===== config.mk =====
export PLATFORM = sky130hd
export DESIGN_NAME = forest_position_offset
export DESIGN_NICKNAME = d
export VERILOG_FILES = /design/src/rtl/core/fpo_pkg.sv /design/src/rtl/core/fpo_step_unit.sv /design/src/rtl/core/forest_position_offset.sv
export SDC_FILE = /design/constraint.sdc
export NUM_CORES = 1
export LEC_CHECK = 0
export BUFFER_PORTS_ARGS = -buffer_cell sky130_fd_sc_hd__buf_2
export CORE_MARGIN = 2
export CORE_UTILIZATION = 30
export DETAILED_ROUTE_END_ITERATION = 10
export MAX_ROUTING_LAYER = met4
export PLACE_DENSITY = 0.52
export SETUP_SLACK_MARGIN = 0.1
export SKIP_LAST_GASP = 1
export SYNTH_ARGS = -nofsm -noshare
export SYNTH_HDL_FRONTEND = slang
export SYNTH_SLANG_ARGS = --single-unit

===== constraint.sdc =====
create_clock -name clk -period 26.4 [get_ports clk]
set_input_delay 1.32 -clock clk [delete_from_list [all_inputs] [get_ports clk]]
set_output_delay 1.32 -clock clk [all_outputs]
set_load 0.02 [all_outputs]

===== src/rtl/core/fpo_pkg.sv =====
// ----------------------------------------------------------------------------
// fpo_pkg
// Shared widths, defaults and types for the forest position offset block.
// ----------------------------------------------------------------------------
package fpo_pkg;

    // Widths of the word fields at the ports.
    localparam int NODE_W = 64;
    localparam int IDX_W  = 6;

    // Default position width.
    localparam int POS_BITS_DEFAULT = 64;

    // Decision flags produced by the row step unit for one row.
    typedef struct packed {
        logic stop;   // node lies inside the tree of this row
        logic take;   // this row holds a tree that is passed over
    } step_flags_t;

endpackage


===== src/rtl/core/fpo_step_unit.sv =====
// ----------------------------------------------------------------------------
// fpo_step_unit
// Shared compare and subtract unit for one row of the forest walk.
// ----------------------------------------------------------------------------
module fpo_step_unit #(
    parameter int POS_BITS = fpo_pkg::POS_BITS_DEFAULT,
    parameter int HW       = $clog2(POS_BITS),
    parameter int CW       = $clog2(POS_BITS + 1)
) (
    input  logic [POS_BITS-1:0]      marker,
    input  logic [POS_BITS-1:0]      leaves,
    input  logic [HW-1:0]            height,
    input  logic [CW-1:0]            row,
    output logic [POS_BITS-1:0]      marker_new,
    output fpo_pkg::step_flags_t     flags
);
    import fpo_pkg::*;

    localparam logic [HW-1:0] TOP_IDX = HW'(POS_BITS - 1);

    logic [POS_BITS-1:0] shifted;
    logic [POS_BITS-1:0] span;
    logic [POS_BITS-1:0] one_h;
    logic [POS_BITS-1:0] size;

    always_comb
    begin
        shifted = marker << row;
        // Ones from bit 0 up to and including the current height bit.
        span    = {POS_BITS{1'b1}} >> (TOP_IDX - height);
        one_h   = {{(POS_BITS-1){1'b0}}, 1'b1} << height;
        size    = leaves[height] ? one_h : '0;
    end

    assign flags.stop = ((shifted & span) < size);
    assign flags.take = leaves[height];
    assign marker_new = marker - size;

endmodule


===== src/rtl/core/forest_position_offset.sv =====
// ----------------------------------------------------------------------------
// forest_position_offset
// Locates the tree, branch length and path of a node in a Merkle forest.
// ----------------------------------------------------------------------------
// Usage:
//   The input channel (in_valid/in_ready) takes one word holding node_pos
//   and leaf_count. The block works on that word alone and raises in_ready
//   again only once its result has been placed in the output register.
//   The output channel (out_valid/out_ready) presents tree_index,
//   branch_length and path_bits until the receiver takes the word.
//   From acceptance to a valid result the block runs a bit scan for the
//   forest height (one bit per cycle from the top, so short for tall
//   forests), a scan of the node's run of ones (one bit per cycle), and
//   the row walk, one row per cycle through a single shared compare and
//   subtract unit. These scans set the item rate.
//   A new word may be accepted while the previous result still waits; if
//   the receiver stalls, the sequencer holds in its final step until the
//   output register is free, and no new word is accepted meanwhile.
//   Reset (rst_n low) returns the sequencer to idle and drops out_valid.
// ----------------------------------------------------------------------------
module forest_position_offset #(
    parameter int POS_BITS = fpo_pkg::POS_BITS_DEFAULT
) (
    input  logic                         clk,
    input  logic                         rst_n,
    input  logic                         in_valid,
    output logic                         in_ready,
    input  logic [fpo_pkg::NODE_W-1:0]   node_pos,
    input  logic [fpo_pkg::NODE_W-1:0]   leaf_count,
    output logic                         out_valid,
    input  logic                         out_ready,
    output logic [fpo_pkg::IDX_W-1:0]    tree_index,
    output logic [fpo_pkg::IDX_W-1:0]    branch_length,
    output logic [fpo_pkg::NODE_W-1:0]   path_bits
);
    import fpo_pkg::*;

    localparam int HW = $clog2(POS_BITS);
    localparam int CW = $clog2(POS_BITS + 1);

    localparam logic [NODE_W-1:0]   LEAF_MAX_W = NODE_W'(1) << (POS_BITS - 1);
    localparam logic [POS_BITS-1:0] LEAF_MAX_P = POS_BITS'(1) << (POS_BITS - 1);
    localparam logic [HW-1:0]       TOP_IDX    = HW'(POS_BITS - 1);

    localparam logic [2:0] S_IDLE = 3'd0;
    localparam logic [2:0] S_PREP = 3'd1;
    localparam logic [2:0] S_HGT  = 3'd2;
    localparam logic [2:0] S_ROW  = 3'd3;
    localparam logic [2:0] S_WALK = 3'd4;
    localparam logic [2:0] S_DONE = 3'd5;

    logic [2:0]          state_reg,   state_next;
    logic [POS_BITS-1:0] pos_reg,     pos_next;
    logic [POS_BITS-1:0] leaves_reg,  leaves_next;
    logic [POS_BITS-1:0] scan_reg,    scan_next;
    logic [POS_BITS-1:0] marker_reg,  marker_next;
    logic [HW-1:0]       idx_reg,     idx_next;
    logic [HW-1:0]       height_reg,  height_next;
    logic [CW-1:0]       row_reg,     row_next;
    logic [IDX_W-1:0]    trees_reg,   trees_next;
    logic                special_reg, special_next;

    logic                out_valid_reg, out_valid_next;
    logic [IDX_W-1:0]    tree_reg,      tree_next;
    logic [IDX_W-1:0]    branch_reg,    branch_next;
    logic [NODE_W-1:0]   path_reg,      path_next;

    logic [POS_BITS-1:0] step_marker;
    step_flags_t         step_flags;
    logic [POS_BITS-1:0] inv_pos;
    logic [POS_BITS-1:0] inv_marker;
    logic [CW-1:0]       br_diff;
    logic                out_free;

    fpo_step_unit #(
        .POS_BITS (POS_BITS),
        .HW       (HW),
        .CW       (CW)
    ) u_step (
        .marker     (marker_reg),
        .leaves     (leaves_reg),
        .height     (height_reg),
        .row        (row_reg),
        .marker_new (step_marker),
        .flags      (step_flags)
    );

    assign inv_pos    = ~pos_reg;
    assign inv_marker = ~marker_reg;
    assign br_diff    = CW'(height_reg) - row_reg;
    assign out_free   = !out_valid_reg || out_ready;

    assign in_ready      = (state_reg == S_IDLE);
    assign out_valid     = out_valid_reg;
    assign tree_index    = tree_reg;
    assign branch_length = branch_reg;
    assign path_bits     = path_reg;

    always_comb
    begin
        state_next     = state_reg;
        pos_next       = pos_reg;
        leaves_next    = leaves_reg;
        scan_next      = scan_reg;
        marker_next    = marker_reg;
        idx_next       = idx_reg;
        height_next    = height_reg;
        row_next       = row_reg;
        trees_next     = trees_reg;
        special_next   = special_reg;
        out_valid_next = out_valid_reg && !out_ready;
        tree_next      = tree_reg;
        branch_next    = branch_reg;
        path_next      = path_reg;

        case (state_reg)
            S_IDLE:
            begin
                if (in_valid)
                begin
                    pos_next    = node_pos[POS_BITS-1:0];
                    leaves_next = (leaf_count > LEAF_MAX_W) ? LEAF_MAX_P
                                                            : leaf_count[POS_BITS-1:0];
                    state_next  = S_PREP;
                end
            end
            S_PREP:
            begin
                scan_next    = (leaves_reg == '0) ? '0 : leaves_reg - POS_BITS'(1);
                idx_next     = TOP_IDX;
                marker_next  = pos_reg;
                trees_next   = '0;
                row_next     = '0;
                special_next = 1'b0;
                state_next   = S_HGT;
            end
            S_HGT:
            begin
                // Height is the bit length of leaves - 1, found top bit first.
                if (scan_reg[idx_reg])
                begin
                    height_next = idx_reg + HW'(1);
                    idx_next    = idx_reg + HW'(1);
                    state_next  = S_ROW;
                end
                else if (idx_reg == '0)
                begin
                    height_next = '0;
                    state_next  = S_ROW;
                end
                else
                begin
                    idx_next = idx_reg - HW'(1);
                end
            end
            S_ROW:
            begin
                if (pos_reg[idx_reg])
                begin
                    row_next = row_reg + CW'(1);
                    if (idx_reg == '0)
                    begin
                        // Every bit up to the height is set: node sits above it.
                        special_next = 1'b1;
                        state_next   = S_DONE;
                    end
                    else
                    begin
                        idx_next = idx_reg - HW'(1);
                    end
                end
                else
                begin
                    state_next = S_WALK;
                end
            end
            S_WALK:
            begin
                if ((CW'(height_reg) > row_reg) && !step_flags.stop)
                begin
                    if (step_flags.take)
                    begin
                        marker_next = step_marker;
                        trees_next  = trees_reg + IDX_W'(1);
                    end
                    height_next = height_reg - HW'(1);
                end
                else
                begin
                    state_next = S_DONE;
                end
            end
            S_DONE:
            begin
                if (out_free)
                begin
                    out_valid_next = 1'b1;
                    if (special_reg)
                    begin
                        tree_next   = '0;
                        branch_next = '0;
                        path_next   = NODE_W'(inv_pos);
                    end
                    else
                    begin
                        tree_next   = trees_reg;
                        branch_next = IDX_W'(br_diff);
                        path_next   = NODE_W'(inv_marker);
                    end
                    state_next = S_IDLE;
                end
            end
            default:
            begin
                state_next = S_IDLE;
            end
        endcase
    end

    always_ff @(posedge clk or negedge rst_n)
    begin
        if (!rst_n)
        begin
            state_reg     <= S_IDLE;
            out_valid_reg <= 1'b0;
        end
        else
        begin
            state_reg     <= state_next;
            out_valid_reg <= out_valid_next;
        end
    end

    always_ff @(posedge clk)
    begin
        pos_reg     <= pos_next;
        leaves_reg  <= leaves_next;
        scan_reg    <= scan_next;
        marker_reg  <= marker_next;
        idx_reg     <= idx_next;
        height_reg  <= height_next;
        row_reg     <= row_next;
        trees_reg   <= trees_next;
        special_reg <= special_next;
        tree_reg    <= tree_next;
        branch_reg  <= branch_next;
        path_reg    <= path_next;
    end

    // An accepted word always starts the sequence at the preparation step.
    a_accept_prep: assert property (@(posedge clk) disable iff (!rst_n)
        (in_valid && in_ready) |=> (state_reg == S_PREP))
        else $error("accepted word did not enter preparation step");

    // While scanning the run of ones, the probe index plus the run length is the height.
    a_row_index: assert property (@(posedge clk) disable iff (!rst_n)
        (state_reg == S_ROW) |-> ((CW'(idx_reg) + row_reg) == CW'(height_reg)))
        else $error("row scan index out of step with height");

    // The row walk never runs for a node found above the forest height.
    a_walk_normal: assert property (@(posedge clk) disable iff (!rst_n)
        (state_reg == S_WALK) |-> !special_reg)
        else $error("row walk entered for node above height");

    // A new result appears only from the final sequencer step.
    a_out_source: assert property (@(posedge clk) disable iff (!rst_n)
        $rose(out_valid_reg) |-> $past(state_reg == S_DONE))
        else $error("result raised outside final step");

endmodule


# Yosys cells after proc, flatten, opt, wreduce, memory -nomap -nowiden
# Cells that the tools add are included.
dict set report totals {
  input_bits 132
  ff_bits 362
  word_cells 106
  out_inout_bits 78
}
dict set report classes {
  shift 3
  mux 37
  n_reduce_logical 21
  bitwise 3
  eq_ne 14
  n_lt_le_gt_ge 5
  addsub 9
}
# cell n
set op_table {}
lappend op_table {{$mux W64} 4}
lappend op_table {{$not A64 Y64} 2}
lappend op_table {{$pmux W64 S2} 1}
lappend op_table {{$and A64 B64 Y64} 1}
lappend op_table {{$gt A64 B64 Y1 const B} 1}
lappend op_table {{$logic_not A64 Y1} 1}
lappend op_table {{$lt A64 B64 Y1} 1}
lappend op_table {{$shl A1 B6 Y64 const A} 1}
lappend op_table {{$shl A64 B7 Y64} 1}
lappend op_table {{$shr A64 B6 Y64 const A} 1}
lappend op_table {{$sub A64 B1 Y64 const B} 1}
lappend op_table {{$sub A64 B64 Y64} 1}
lappend op_table {{$mux W6} 8}
lappend op_table {{$pmux W6 S2} 2}
lappend op_table {{$mux W3} 7}
lappend op_table {{$bmux W1 S6} 3}
lappend op_table {{$pmux W3 S6} 1}
lappend op_table {{$pmux W6 S3} 1}
lappend op_table {{$lt A6 B7 Y1 const B} 2}
lappend op_table {{$ne A2 B2 Y1 const B} 7}
lappend op_table {{$pmux W7 S2} 1}
lappend op_table {{$add A6 B1 Y6 const B} 2}
lappend op_table {{$sub A6 B1 Y6 const B} 2}
lappend op_table {{$reduce_and A3 Y1} 3}
lappend op_table {{other kinds (20)} 37}

# Depth between registers and ports, before layout
dict set report logic_depth {
  ltp_word 8
  depth_mapped 23
  depth_no_buf 21
}

# By module
# From an unflattened synthesis, not the netlist that was laid out.
dict set report hier_totals {
  cells_unflattened 2767
  area_unflattened_um2 27044.7
}
# mod seq_area_each_um2 area_each_um2 instances cells_each
set by_module_without_submodules {}
lappend by_module_without_submodules {forest_position_offset 10850.4 16704.8 1 1276}
lappend by_module_without_submodules {fpo_step_unit 0.0 10339.9 1 1491}

# Least setup slack after synthesis
# No wires, ideal clock.
dict set report synth_timing {
  kind {reg2reg}
  start {register row_reg[0]}
  end {register marker_reg[0] (enable)}
  setup_slack_ps 16616
  arrival_ps 9189
  required_time_ps 25805
  setup_ps 595
  stages_incl_launch_ff 17
  cell_sequence {edfxtp_1 > clkbuf_1 > buf_1 > clkbuf_1 > mux2i_1 > mux2i_1 > mux4_2 > a211oi_1 > a2111oi_0 > ha_1 > nand2_1 > or3_1 > nor3_1 > nand2_1 > a2111oi_0 > nor3_1 > o21ai_0}
}
dict set report synth_between {
  elab_chain_len 7
}
# element line_no
set synth_lines {}
lappend synth_lines {{start, declared} forest_position_offset.sv:59} ;# logic [CW-1:0] row_reg, row_next;
lappend synth_lines {{start signal, assigned} forest_position_offset.sv:242} ;# row_reg <= row_next;
lappend synth_lines {{$shl A64 B7 Y64} fpo_step_unit.sv:28} ;# shifted = marker << row;
lappend synth_lines {{$and A64 B64 Y64} fpo_step_unit.sv:35} ;# assign flags.stop = ((shifted & span) < size);
lappend synth_lines {{$lt A64 B64 Y1} fpo_step_unit.sv:35}
lappend synth_lines {{$logic_not A1 Y1} forest_position_offset.sv:179} ;# if ((CW'(height_reg) > row_reg) && !step_flags.stop)
lappend synth_lines {{$logic_and A1 B1 Y1 *} forest_position_offset.sv:179}
lappend synth_lines {{$ne A2 B2 Y1 (no source line) *} --}
lappend synth_lines {{$reduce_and A3 Y1 (no source line) *} --}
lappend synth_lines {{end signal, assigned} forest_position_offset.sv:239} ;# marker_reg <= marker_next;
lappend synth_lines {{end, declared} forest_position_offset.sv:56} ;# logic [POS_BITS-1:0] marker_reg, marker_next;
# Every way passes the cells marked *; elsewhere a longest branch is shown, timed or not.
# A chain may end at the register's enable or synchronous reset.

# Worst setup path in the final report
dict set report layout_timing {
  start {register height_reg[2]}
  end {register marker_reg[19] (enable)}
}
dict set report layout_between {
  elab_chain_len 8
}
# element line_no
set layout_lines {}
lappend layout_lines {{start, declared} forest_position_offset.sv:58} ;# logic [HW-1:0] height_reg, height_next;
lappend layout_lines {{start signal, assigned} forest_position_offset.sv:241} ;# height_reg <= height_next;
lappend layout_lines {{$sub A6 B6 Y6 or $bmux W1 S6 (tied branches)} {fpo_step_unit.sv:30, fpo_step_unit.sv:32, fpo_step_unit.sv:36}}
lappend layout_lines {{$shr A64 B6 Y64 or $mux W1 (tied branches)} {fpo_step_unit.sv:30, fpo_step_unit.sv:32, fpo_step_unit.sv:36}}
lappend layout_lines {{$and A64 B64 Y64 or $mux W64 (tied branches)} {fpo_step_unit.sv:35, fpo_step_unit.sv:32}}
lappend layout_lines {{$lt A64 B64 Y1} fpo_step_unit.sv:35}
lappend layout_lines {{$logic_not A1 Y1} forest_position_offset.sv:179}
lappend layout_lines {{$logic_and A1 B1 Y1} forest_position_offset.sv:179}
lappend layout_lines {{$ne A2 B2 Y1 (no source line)} --}
lappend layout_lines {{$reduce_and A3 Y1 (no source line) *} --}
# Every way passes the cells marked *; elsewhere a longest branch is shown, timed or not. The select of a mux whose other input is x is not followed.

==> out/summary.log <==
qor: floorplanning.design.portCount 210
qor: global_routing.grt_first_pass_wirelength 138 mm
qor: global_routing.initial_antenna_violation_count 1
qor: floorplanning.initial_utilization 30.3%
qor: yosys.synth_area 0.0268 sq mm
qor: power_and_ir_drop.power.static_leakage 11.3 nW
qor: routing.remaining_antenna_violation_count_after_routing 0
qor: run.max_cap_viol_count 0
qor: power_and_ir_drop.power.ir.vdd_worst 0.0541 mV
qor: sta.post-route-min-period 7810 ps
qor: sta.maxClockFrequency 0.128 GHz
qor: yosys.netlist.area_leader.share 40.1%
qor: yosys.seq_area_frac_synth 40.5%
qor: yosys.synth.lib_cells_used.distinct 78
qor: floorplanning.design.die.area 0.0917 sq mm
qor: clock_network.post-cts-setup-buffers 0
qor: yosys.synth_fp_nets 2,955
qor: layout.layout-drive-gt1-share 18.1%
qor: yosys.synth.top_cells.by_area sky130_fd_sc_hd__edfxtp_1 40%, sky130_fd_sc_hd__mux4_2 8.7%, sky130_fd_sc_hd__ha_1 6.8%
qor: worst_hold_path.hp-class in2async
qor: sta.timing.setup.tns 0 ps
qor: place.io_buffer_count 209
qor: global_routing.grt_pass1_vias 21,200
qor: routing.detail_route.wl_per_cell 23.2 um
qor: power_and_ir_drop.power.share.combinational 56.7%
qor: power_and_ir_drop.power-per-cell-area 125 mW/mm^2
qor: global_routing.grt_start_max_net_pins 75
qor: worst_setup_path.setup.worst_path.start_class flop
qor: power_and_ir_drop.power.share.clock 16.9%
qor: worst_setup_path.r2r_setup_slack 18,590 ps
qor: floorplanning.fp.dieH 303 um
qor: clock_network.postCtsHoldBufs 0
qor: clock_network.post_cts_resize_count 0
qor: clock_network.tritoncts built
qor: floorplanning.die_w 303 um
qor: sta.skew 43.2 ps
qor: sta.setup_viol 0
qor: yosys.yosys_warnings 0
qor: floorplanning.core_area 0.0884 sq mm
qor: yosys.postSynth.topFlopCell sky130_fd_sc_hd__edfxtp_1
qor: yosys.synth.ff_latch_count 362
qor: sta.maxSlewHeadroom 22.0%
qor: yosys.netlist_instances 2,676
qor: layout.layout.nets 3,073
qor: routing.dr.first_iter.drc_count 2,149
qor: routing.drt-pass1-iter-count 5
qor: routing.finalWirelength 92.7 mm
qor: routing.remaining_drc_errors 0
qor: sta.finalMaxSlewViolations 0
qor: clock_network.clock_path_buffers 3
qor: yosys.synth-edff-count 358
qor: clock_network.clock_sinks 362
qor: yosys.mean_cell_area_of_the_mapped_netlist 10.0 sq um
qor: clock_network.clock_tree.htree_level_count 2
qor: clock_network.cts_root_buffer sky130_fd_sc_hd__clkbuf_16
qor: worst_setup_path.cp_data_arrival_time 8020 ps
qor: layout.layout_common_cells 372 x sky130_fd_sc_hd__nand2_1, 358 x sky130_fd_sc_hd__edfxtp_1, 210 x sky130_fd_sc_hd__nor2_1
qor: yosys.async_reset_ff_share 1.10%
qor: sta.layout_worst_path_cycle_share 29.6%
qor: yosys.synthDominantAreaCellType sky130_fd_sc_hd__edfxtp_1
qor: run_status.run_status finished clean
qor: floorplanning.core.rowCount 109
qor: sta.grt_setup_unrepaired no
qor: power_and_ir_drop.power.sequential.fraction 26.5%
qor: power_and_ir_drop.internal_dissipation 2.02 mW
qor: global_routing.grt_use_total 20.5%
qor: layout.fraction_of_the_core_area_covered_by_cells_at_the_end_of_the_flow 34.4%
qor: sta.timing_hold_violations_final 0
qor: layout.final_common_cell sky130_fd_sc_hd__nand2_1
qor: clock_network.worst_setup_hold_path_clk_slew 70 ps
qor: sta.max_slew.worst_pin.slew 1170 ps
qor: clock_network.clk-insertion-delay-late 620 ps
qor: routing.viasPerCell 5.45
qor: worst_setup_path.critical_path_sink_type flop
qor: worst_setup_path.critPathRequiredTime 26,610 ps
qor: worst_setup_path.cp_max_fanout 38
qor: worst_setup_path.setup.worst_path.class reg2reg
qor: power_and_ir_drop.power.switching_fraction 47.0%
qor: global_routing.global_route.overflow_total 0
qor: routing.routed-via-count 21,800
qor: power_and_ir_drop.total_switching_power 1.79 mW
qor: clock_network.cts_buffers 44
qor: place.gp_congestion 1.01
qor: place.hpwl_dp 70.3 mm
qor: layout.area_growth 13.6%
metal layers:
layer	vias up	share of wire (%)	GRT usage, %
met3	150	5.1	2.20
met2	686	47	32.9
met1	10700	44	27.1
li1	10300	-	-
met4	0	3.2	6.26
met5	-	0	-
cell type report:
type | count | area (sq um)
diodes | 1 | 2.50
multi-input cells | 2099 | 15100
fillers | 9137 | 58000
flip-flops and latches | 362 | 10900
inverters | 42 | 158
clock inverters | 32 | 413
clock buffers | 49 | 1120
repair buffers | 245 | 1320
well taps | 1165 | 1460
final timing paths:
check                         startpoint             end  cells after the start
min in group clk             pos_reg[14]  marker_reg[14]                      2
hold / removal                     rst_n    state_reg[1]                      1
hold reg to reg              pos_reg[14]  marker_reg[14]                      2
setup reg to reg           height_reg[2]  marker_reg[19]                     16
setup / recovery           height_reg[2]  marker_reg[19]                     16
max in group asynchronous          rst_n    state_reg[2]                      1
critical path, cell delays in order, from the launching register on:
cell                        delay [ps]
sky130_fd_sc_hd__edfxtp_1          980
sky130_fd_sc_hd__clkinv_1          690
sky130_fd_sc_hd__mux4_2            560
sky130_fd_sc_hd__nand2b_1          170
sky130_fd_sc_hd__nor3_1            780
sky130_fd_sc_hd__nand2_1           190
sky130_fd_sc_hd__ha_1              370
sky130_fd_sc_hd__a21o_1            110
sky130_fd_sc_hd__a211oi_1           90
sky130_fd_sc_hd__a2111o_1          360
sky130_fd_sc_hd__a31oi_1           220
sky130_fd_sc_hd__o21a_1            150
sky130_fd_sc_hd__o2111ai_1         240
sky130_fd_sc_hd__a2111oi_0         540
sky130_fd_sc_hd__nor3_1            270
sky130_fd_sc_hd__o21ai_4           940
sky130_fd_sc_hd__buf_4             630
power by group through the flow:
stage          Sequential, mW  Clock [mW]  Combinational (mW)
2_1_floorplan           0.989           0                1.46
3_3_place_gp             1.02           0                2.14
3_5_place_dp             1.02           0                2.12
4_1_cts                  1.01       0.660                2.13
5_1_grt                  1.02       0.684                2.33
6_report                 1.01       0.642                2.16
Yosys cell counts, drive strengths merged, types with 18 or more instances:
master,count
nor4,39
buf,41
a211oi,45
mux4,104
nand3,41
and3,20
and2,77
inv,38
nor2b,26
o21ai,204
a31oi,18
xnor2,86
xor2,48
a21oi,147
nand4,34
clkbuf,132
nor2,245
nor3,67
a21o,59
nand2,375
ha,145
mux2i,115
edfxtp,358
stage by stage:
step	hold slack, ps	std cells	cell area (sq um)	worst slack, ps	power (mW)
after global placement	559	3913	28900	19080	3.16
final	508	3995	30400	18590	3.80
after global routing	496	3995	30400	18310	4.04
after floorplan	533	2676	26800	16620	2.44
after detailed placement	576	3913	28900	18800	3.14
after CTS	482	3994	30400	18760	3.80
logic make-up (layout without fill, tap and decap cells):
group / after synthesis / after routing / synth area share (%)
buffers and inverters: 215 / 368 / 3.23
DFF: 362 / 362 / 40.5
AOI/OAI and AO/OA: 585 / 585 / 13.4
other: 0 / 1 / 0
muxes: 231 / 231 / 13.6
xor gates and xnor gates: 134 / 134 / 4.38
adders and majority gates: 147 / 147 / 6.92
and+or+nand+nor: 1002 / 1002 / 18.0
Power figures use the tool's default switching activity.
